File: config.mk
export PLATFORM = sky130hd
export DESIGN_NAME = sync_length_frame_receiver_top
export DESIGN_NICKNAME = d
export VERILOG_FILES = /design/src/hdl/slfr_pkg.sv /design/src/hdl/sync_length_frame_receiver_top.sv /design/src/hdl/slfr_front.sv /design/src/hdl/slfr_queue.sv /design/src/hdl/slfr_back.sv
export SDC_FILE = /design/constraint.sdc
export NUM_CORES = 1
export LEC_CHECK = 0
export BUFFER_PORTS_ARGS = -buffer_cell sky130_fd_sc_hd__buf_2
export CORE_MARGIN = 10
export CORE_UTILIZATION = 40
export CTS_CLUSTER_DIAMETER = 150
export DETAILED_ROUTE_END_ITERATION = 10
export GPL_ROUTABILITY_DRIVEN = 0
export GPL_TIMING_DRIVEN = 0
export MAX_ROUTING_LAYER = met4
export PLACE_DENSITY = 0.53
export SLEW_MARGIN = 20
export SYNTH_ARGS = -nofsm -noshare
export SYNTH_HDL_FRONTEND = slang
export SYNTH_SLANG_ARGS = --single-unit
File: constraint.sdc
create_clock -name clk -period 10.6 [get_ports clk]
set_input_delay 2.12 -clock clk [delete_from_list [all_inputs] [get_ports clk]]
set_output_delay 2.12 -clock clk [all_outputs]
set_load 0.02 [all_outputs]
File: src/hdl/slfr_pkg.sv
package slfr_pkg;

  // Register indexes on the configuration port
  localparam logic [1:0] CFG_FIRST_SYNC  = 2'd0;
  localparam logic [1:0] CFG_SECOND_SYNC = 2'd1;
  localparam logic [1:0] CFG_MAX_PAYLOAD = 2'd2;

  // Register reset values
  localparam logic [7:0] FIRST_SYNC_RESET  = 8'h55;
  localparam logic [7:0] SECOND_SYNC_RESET = 8'haa;
  localparam logic [8:0] MAX_PAYLOAD_RESET = 9'd256;

  // Result kinds
  localparam logic [1:0] KIND_PAYLOAD = 2'd0;
  localparam logic [1:0] KIND_GOOD    = 2'd1;
  localparam logic [1:0] KIND_BAD     = 2'd2;

  // Default depth of the result queue between front and back
  localparam int QUEUE_DEPTH = 4;

  typedef struct packed {
    logic [1:0] kind;
    logic [7:0] payload_byte;
    logic [7:0] command;
    logic [8:0] frame_length;
    logic       last;
  } result_t;

endpackage

File: src/hdl/sync_length_frame_receiver_top.sv
// Channel   Dir  Handshake            Payload
// s_        in   s_tvalid/s_tready    s_tdata[7:0]   = rx_byte
// m_        out  m_tvalid/m_tready    m_tdata, m_tuser = kind, m_tlast = last
// cfg_      in   cfg_we               cfg_index, cfg_data
//
// Takes one word per cycle while the result queue is not full; each result is
// held in the result queue and then registered in the output register.
// Synchronous active-high rst restores the sync bytes and length limit to
// their defaults, returns the parser to sync hunting and empties the queue.
// s_tready drops only while the result queue is full; a stalled output side
// fills the queue and the output register before the input side waits.
module sync_length_frame_receiver_top #(
  parameter int QUEUE_DEPTH = slfr_pkg::QUEUE_DEPTH
) (
  input  logic        clk,
  input  logic        rst,
  input  logic        s_tvalid,
  output logic        s_tready,
  input  logic [7:0]  s_tdata,   // [7:0] rx_byte
  output logic        m_tvalid,
  input  logic        m_tready,
  output logic [31:0] m_tdata,   // [7:0] payload_byte, [15:8] command,
                                 // [24:16] frame_length, [31:25] zero
  output logic [1:0]  m_tuser,   // [1:0] kind
  output logic        m_tlast,
  input  logic        cfg_we,
  input  logic [1:0]  cfg_index,
  input  logic [8:0]  cfg_data
);

  logic              push;
  slfr_pkg::result_t push_item;
  logic              q_full;
  logic              pop;
  logic              q_valid;
  slfr_pkg::result_t q_item;

  // Front: hold the configuration, parse each byte, classify it
  slfr_front u_front (
    .clk       (clk),
    .rst       (rst),
    .s_tvalid  (s_tvalid),
    .s_tready  (s_tready),
    .s_tdata   (s_tdata),
    .cfg_we    (cfg_we),
    .cfg_index (cfg_index),
    .cfg_data  (cfg_data),
    .q_full    (q_full),
    .push      (push),
    .push_item (push_item)
  );

  // Queue: decouple parsing from output stalls
  slfr_queue #(
    .DEPTH (QUEUE_DEPTH)
  ) u_queue (
    .clk       (clk),
    .rst       (rst),
    .push      (push),
    .push_item (push_item),
    .full      (q_full),
    .pop       (pop),
    .q_valid   (q_valid),
    .q_item    (q_item)
  );

  // Back: register and pack results onto the output stream
  slfr_back u_back (
    .clk      (clk),
    .rst      (rst),
    .q_valid  (q_valid),
    .q_item   (q_item),
    .pop      (pop),
    .m_tvalid (m_tvalid),
    .m_tready (m_tready),
    .m_tdata  (m_tdata),
    .m_tuser  (m_tuser),
    .m_tlast  (m_tlast)
  );

endmodule

File: src/hdl/slfr_front.sv
module slfr_front (
  input  logic                clk,
  input  logic                rst,
  input  logic                s_tvalid,
  output logic                s_tready,
  input  logic [7:0]          s_tdata,
  input  logic                cfg_we,
  input  logic [1:0]          cfg_index,
  input  logic [8:0]          cfg_data,
  input  logic                q_full,
  output logic                push,
  output slfr_pkg::result_t   push_item
);

  localparam logic [2:0] PH_SYNC1   = 3'd0;
  localparam logic [2:0] PH_SYNC2   = 3'd1;
  localparam logic [2:0] PH_VERSION = 3'd2;
  localparam logic [2:0] PH_COMMAND = 3'd3;
  localparam logic [2:0] PH_LEN_HI  = 3'd4;
  localparam logic [2:0] PH_LEN_LO  = 3'd5;
  localparam logic [2:0] PH_PAYLOAD = 3'd6;
  localparam logic [2:0] PH_CHECK   = 3'd7;

  logic [7:0] first_sync;
  logic [7:0] second_sync;
  logic [8:0] max_payload;

  logic [2:0] phase, phase_next;
  logic [7:0] length_high, length_high_next;
  logic [8:0] remaining, remaining_next;
  logic [8:0] payload_count, payload_count_next;
  logic [7:0] running_sum, running_sum_next;
  logic [7:0] frame_command, frame_command_next;

  logic        accept;
  logic        emit;
  logic [15:0] len_word;

  assign s_tready = !q_full;
  assign accept   = s_tvalid && s_tready;
  assign push     = accept && emit;
  assign len_word = {length_high, s_tdata};

  always_comb begin
    phase_next         = phase;
    length_high_next   = length_high;
    remaining_next     = remaining;
    payload_count_next = payload_count;
    running_sum_next   = running_sum + s_tdata;
    frame_command_next = frame_command;
    emit               = 1'b0;
    push_item.kind         = slfr_pkg::KIND_PAYLOAD;
    push_item.payload_byte = s_tdata;
    push_item.command      = frame_command;
    push_item.frame_length = payload_count + remaining;
    push_item.last         = 1'b0;
    unique case (phase)
      PH_SYNC1: begin
        running_sum_next = running_sum;
        if (s_tdata == first_sync) begin
          running_sum_next = s_tdata;
          phase_next       = PH_SYNC2;
        end
      end
      PH_SYNC2: begin
        if (s_tdata == second_sync) begin
          phase_next = PH_VERSION;
        end else begin
          running_sum_next = running_sum;
          phase_next       = PH_SYNC1;
        end
      end
      PH_VERSION: phase_next = PH_COMMAND;
      PH_COMMAND: begin
        frame_command_next = s_tdata;
        phase_next         = PH_LEN_HI;
      end
      PH_LEN_HI: begin
        length_high_next = s_tdata;
        phase_next       = PH_LEN_LO;
      end
      PH_LEN_LO: begin
        // drop oversized frames and hunt again
        if (len_word > {7'd0, max_payload}) begin
          phase_next = PH_SYNC1;
        end else begin
          remaining_next     = len_word[8:0];
          payload_count_next = 9'd0;
          phase_next         = (len_word[8:0] == 9'd0) ? PH_CHECK : PH_PAYLOAD;
        end
      end
      PH_PAYLOAD: begin
        emit               = 1'b1;
        payload_count_next = payload_count + 9'd1;
        remaining_next     = remaining - 9'd1;
        if (remaining == 9'd1) begin
          phase_next = PH_CHECK;
        end
      end
      PH_CHECK: begin
        emit                   = 1'b1;
        running_sum_next       = running_sum;
        push_item.kind         = (s_tdata == running_sum) ? slfr_pkg::KIND_GOOD
                                                          : slfr_pkg::KIND_BAD;
        push_item.payload_byte = 8'd0;
        push_item.frame_length = payload_count;
        push_item.last         = 1'b1;
        phase_next             = PH_SYNC1;
      end
    endcase
  end

  always_ff @(posedge clk) begin
    if (rst) begin
      first_sync    <= slfr_pkg::FIRST_SYNC_RESET;
      second_sync   <= slfr_pkg::SECOND_SYNC_RESET;
      max_payload   <= slfr_pkg::MAX_PAYLOAD_RESET;
      phase         <= PH_SYNC1;
      length_high   <= 8'd0;
      remaining     <= 9'd0;
      payload_count <= 9'd0;
      running_sum   <= 8'd0;
      frame_command <= 8'd0;
    end else begin
      if (cfg_we) begin
        case (cfg_index)
          slfr_pkg::CFG_FIRST_SYNC:  first_sync  <= cfg_data[7:0];
          slfr_pkg::CFG_SECOND_SYNC: second_sync <= cfg_data[7:0];
          slfr_pkg::CFG_MAX_PAYLOAD: max_payload <= cfg_data;
          default: ;
        endcase
      end
      if (accept) begin
        phase         <= phase_next;
        length_high   <= length_high_next;
        remaining     <= remaining_next;
        payload_count <= payload_count_next;
        running_sum   <= running_sum_next;
        frame_command <= frame_command_next;
      end
    end
  end

endmodule

File: src/hdl/slfr_queue.sv
module slfr_queue #(
  parameter int DEPTH = slfr_pkg::QUEUE_DEPTH
) (
  input  logic                clk,
  input  logic                rst,
  input  logic                push,
  input  slfr_pkg::result_t   push_item,
  output logic                full,
  input  logic                pop,
  output logic                q_valid,
  output slfr_pkg::result_t   q_item
);

  localparam int PTR_W = (DEPTH > 1) ? $clog2(DEPTH) : 1;
  localparam int CNT_W = $clog2(DEPTH + 1);

  slfr_pkg::result_t entries [DEPTH];
  logic [PTR_W-1:0]  wr_ptr;
  logic [PTR_W-1:0]  rd_ptr;
  logic [CNT_W-1:0]  count;
  logic              do_pop;

  assign full    = (count == CNT_W'(DEPTH));
  assign q_valid = (count != '0);
  assign q_item  = entries[rd_ptr];
  assign do_pop  = pop && q_valid;

  always_ff @(posedge clk) begin
    if (push) begin
      entries[wr_ptr] <= push_item;
    end
  end

  always_ff @(posedge clk) begin
    if (rst) begin
      wr_ptr <= '0;
      rd_ptr <= '0;
      count  <= '0;
    end else begin
      if (push) begin
        wr_ptr <= (wr_ptr == PTR_W'(DEPTH - 1)) ? '0 : wr_ptr + 1'b1;
      end
      if (do_pop) begin
        rd_ptr <= (rd_ptr == PTR_W'(DEPTH - 1)) ? '0 : rd_ptr + 1'b1;
      end
      if (push && !do_pop) begin
        count <= count + 1'b1;
      end else if (!push && do_pop) begin
        count <= count - 1'b1;
      end
    end
  end

`ifndef SYNTH
  a_no_push_when_full: assert property (@(posedge clk) disable iff (rst)
    !(push && full))
    else $error("queue written while full");

  a_count_bound: assert property (@(posedge clk) disable iff (rst)
    count <= CNT_W'(DEPTH))
    else $error("queue count beyond depth");

  a_count_track: assert property (@(posedge clk) disable iff (rst)
    (push && !do_pop) |=> (count == $past(count) + 1'b1))
    else $error("queue count missed a push");
`endif

endmodule

File: src/hdl/slfr_back.sv
module slfr_back (
  input  logic                clk,
  input  logic                rst,
  input  logic                q_valid,
  input  slfr_pkg::result_t   q_item,
  output logic                pop,
  output logic                m_tvalid,
  input  logic                m_tready,
  output logic [31:0]         m_tdata,
  output logic [1:0]          m_tuser,
  output logic                m_tlast
);

  logic              out_valid;
  slfr_pkg::result_t out_item;

  // refill the output register when it is empty or being taken
  assign pop      = q_valid && (!out_valid || m_tready);
  assign m_tvalid = out_valid;
  assign m_tdata  = {7'd0, out_item.frame_length, out_item.command, out_item.payload_byte};
  assign m_tuser  = out_item.kind;
  assign m_tlast  = out_item.last;

  always_ff @(posedge clk) begin
    if (rst) begin
      out_valid <= 1'b0;
    end else if (pop) begin
      out_valid <= 1'b1;
    end else if (m_tready) begin
      out_valid <= 1'b0;
    end
  end

  always_ff @(posedge clk) begin
    if (pop) begin
      out_item <= q_item;
    end
  end

`ifndef SYNTH
  a_last_kind: assert property (@(posedge clk) disable iff (rst)
    m_tvalid |-> (m_tlast == (m_tuser != slfr_pkg::KIND_PAYLOAD)))
    else $error("tlast disagrees with kind");

  a_end_byte_zero: assert property (@(posedge clk) disable iff (rst)
    (m_tvalid && m_tlast) |-> (m_tdata[7:0] == 8'd0))
    else $error("frame end word carries a payload byte");

  a_fill_after_pop: assert property (@(posedge clk) disable iff (rst)
    pop |=> m_tvalid)
    else $error("output register empty after a pop");
`endif

endmodule
==> impl_metrics.py <==
metrics = {
    "yosys": {
        "netlist_top_cells_area": "edfxtp_1 43%, dfxtp_1 16%, mux4_2 6.5%",
        "synth_top_area_share": 0.435,
        "ys_warn_count": 0,
        "syn_area_um2": 9670,
        "synth_seq_cells": 218,
        "yosys.area.top_type": "edfxtp_1",
        "synth_cells": 788,
        "yosysSeqAreaShare": 0.596,
        "synth.avg_cell_area_um2": 12.3,
        "ys.flop_type": "edfxtp_1",
        "synth_cell_type_count": 55,
        "synth_edf_count": 140,
        "synth_async_sr_flop_share": 0,
    },
    "sta": {
        "hold_viol": 0,
        "slew_violations": 0,
        "setup-violations-final": 0,
        "period_minus_slack_ns": 4.65,
        "max_slew_margin": 0.333,
        "setup-tns-final_ns": 0,
        "grt_setup_unrepaired": "no",
        "fmaxAchievable_mhz": 215,
        "skew_ns": 0.0116,
        "fin_crit_sh": 0.439,
        "finalWorstSetupSlack_ns": 5.95,
        "worst_pin_slew_ns": 0.993,
    },
    "clocking": {
        "h-tree-depth": 1,
        "worstSkewPairLatency_ns": 0.51,
        "cts_setup_buffers": 0,
        "clkTransAtPathRegs_ns": 0.06,
        "clock_path_buffers": 3,
        "clock_sinks": 218,
        "tritoncts": "built",
        "cts_buffers": 24,
        "clockRootBuffer": "clkbuf_16",
        "postCtsHoldBufs": 0,
        "post_cts_resized": 0,
    },
    "placed_design": {
        "place_area_um2": 10500,
        "dp.final_hpwl_um": 15400,
        "io_buffers": 52,
        "dp_worst_setup_slack_ns": 5.40,
        "post-place-cells": 1170,
    },
    "power": {
        "power.switching_mw": 0.594,
        "clockPowerShare": 0.353,
        "p_seq_frac": 0.460,
        "swShare": 0.269,
        "cell_internal_pwr_mw": 1.62,
        "powerDensity_nw_per_um2": 197,
        "ir_drop_v": 0.0000877,
        "leakagePower_nw": 4.05,
        "p_comb_frac": 0.187,
    },
    "global_route": {
        "grt_max_degree": 25,
        "overflow": 0,
        "grt_pass1_wl_um": 34500,
        "grt_usage": 0.143,
        "grt_pass1_vias": 6506,
        "antenna_found_initial": 0,
    },
    "setup_path": {
        "crit_start": "s_tdata[0]",
        "cp_max_fo": 10,
        "r2r_start": "u_queue.count[0]",
        "crit_arrival_ns": 5.08,
        "endpoint": "u_front.remaining[6]",
        "start_kind": "input port",
        "path_class": "input port to register",
        "required_ns": 11.04,
        "worstReg2RegEnd": "u_queue.count[2]",
        "ff2ff_path_depth": 11,
        "worst_setup_path_end_kind": "register",
        "rrSetupSlack_ns": 7.67,
    },
    "routing": {
        "routed-via-count": 6287,
        "wl_per_cell_um": 17.9,
        "drt_iter0_markers": 437,
        "routed_wirelength_um": 21700,
        "vias_per_cell": 5.18,
        "post-route-drc-count": 0,
        "first_pass_iters": 5,
        "ant_nets": 0,
    },
    "floorplan": {
        "coreArea_um2": 23600,
        "die_area_um2": 30800,
        "initial_core_util": 0.410,
        "core.rowCount": 56,
        "pin_count": 61,
        "dieWidth_um": 175,
        "die_y_um": 175,
    },
    "final_layout": {
        "layout_common_cells": "140 x edfxtp_1, 81 x nor2_1, 78 x dfxtp_1",
        "mostFrequentLayoutCell": "edfxtp_1",
        "num_antenna_cells": 0,
        "final_nets": 937,
        "drive_above_1_share": 0.162,
        "area_delta_synth_final_pct": 16.1,
        "final_area_um2": 11200,
        "finalNonFillerCells": 1214,
    },
    "hold_path": {
        "hp-class": "register to register",
    },
    "run_status": {
        "status": "completed",
    },
    "job": {
        "drv_cap": 0,
    },
}
critical path: stages:
cell and delay (ns):
buf_2 0.09, clkbuf_1 0.47, inv_1 0.22, ha_1 0.25
nor2b_1 0.12, o211ai_1 0.10, a211oi_1 0.37, o21ai_4 0.16
a21oi_2 0.32, buf_6 0.19, clkbuf_1 0.38, o21ai_1 0.13
a21oi_1 0.16
cells in the mapped netlist, types with 10 or more instances:
cell and number:
clkbuf_1 36, and2_1 10, dfxtp_1 78, mux4_2 28
a21oi_1 57, nor2b_1 11, ha_1 33, xnor2_1 20
nor2_1 81, mux2i_1 26, inv_1 35, edfxtp_1 140
nor3_1 17, o21ai_1 13, nand3_1 17, o21ai_0 16
nand2_1 46
per-stage QoR:
step           utilization  power [mW]  hold WS, ns
3_3_place_gp         0.438        1.44        0.459
5_1_grt              0.475        2.33        0.509
2_1_floorplan            -        1.31        0.436
3_5_place_dp         0.444        1.46        0.461
6_report             0.475        2.21        0.472
4_1_cts              0.475        2.25        0.472
sequential cells by signal, indices dropped and copies added, names as in the netlist:
register,cells
u_back.m_tdata,25
u_back.m_tlast,1
u_back.m_tuser,2
u_back.m_tvalid,1
u_front.first_sync,8
u_front.frame_command,8
u_front.length_high,8
u_front.max_payload,9
u_front.payload_count,9
u_front.phase,3
u_front.remaining,9
u_front.running_sum,8
u_front.second_sync,8
u_queue.count,3
u_queue.entries,112
u_queue.rd_ptr,2
u_queue.wr_ptr,2
logic make-up after synthesis:
family / Yosys count / share of synthesized area
muxes: 54 / 0.0921
adders and majority gates: 36 / 0.0489
and+or+nand+nor: 232 / 0.116
AOI/OAI and AO/OA: 135 / 0.0854
buffers and inverters: 86 / 0.0370
xor gates and xnor gates: 26 / 0.0235
other: 1 / 0.000388
DFF: 218 / 0.596
per-layer routing:
layer,vias to the layer above,wire length [µm],GRT usage
met1,3050,9600,0.173
met2,157,10800,0.245
met3,33,1020,0.0214
met4,0,358,0.0406
met5,-,0,-
li1,3047,-,-
power groups by stage:
stage	clock network (mW)	logic [mW]	registers (mW)
after global placement	0	0.401	1.04
after floorplan	0	0.203	1.11
after CTS	0.806	0.426	1.02
after detailed placement	0	0.425	1.04
after global routing	0.848	0.452	1.03
final	0.780	0.413	1.02
worst min-delay path by stage:
stage	slack, ns	endpoint	startpoint	depth (start not counted)
finish	0.47	u_front.running_sum[4]	u_front.running_sum[4]	2
global route	0.51	u_front.running_sum[4]	u_front.running_sum[4]	2
CTS	0.47	u_front.running_sum[4]	u_front.running_sum[4]	2
detailed placement	0.46	u_front.running_sum[4]	u_front.running_sum[4]	2
global placement	0.46	u_front.running_sum[4]	u_front.running_sum[4]	2
floorplan	0.44	u_front.running_sum[4]	u_front.running_sum[4]	2
final cells by class:
type / count / area, µm²
Buffer: 50 / 224
Clock inverter: 9 / 52.6
Tap cell: 319 / 399
Fill cell: 2136 / 12400
Clock buffer: 35 / 696
Inverter: 36 / 135
Multi-Input combinational cell: 490 / 3590
Sequential cell: 218 / 5770
Timing Repair Buffer: 57 / 368
No activity file was read; power rests on OpenSTA's default activity.
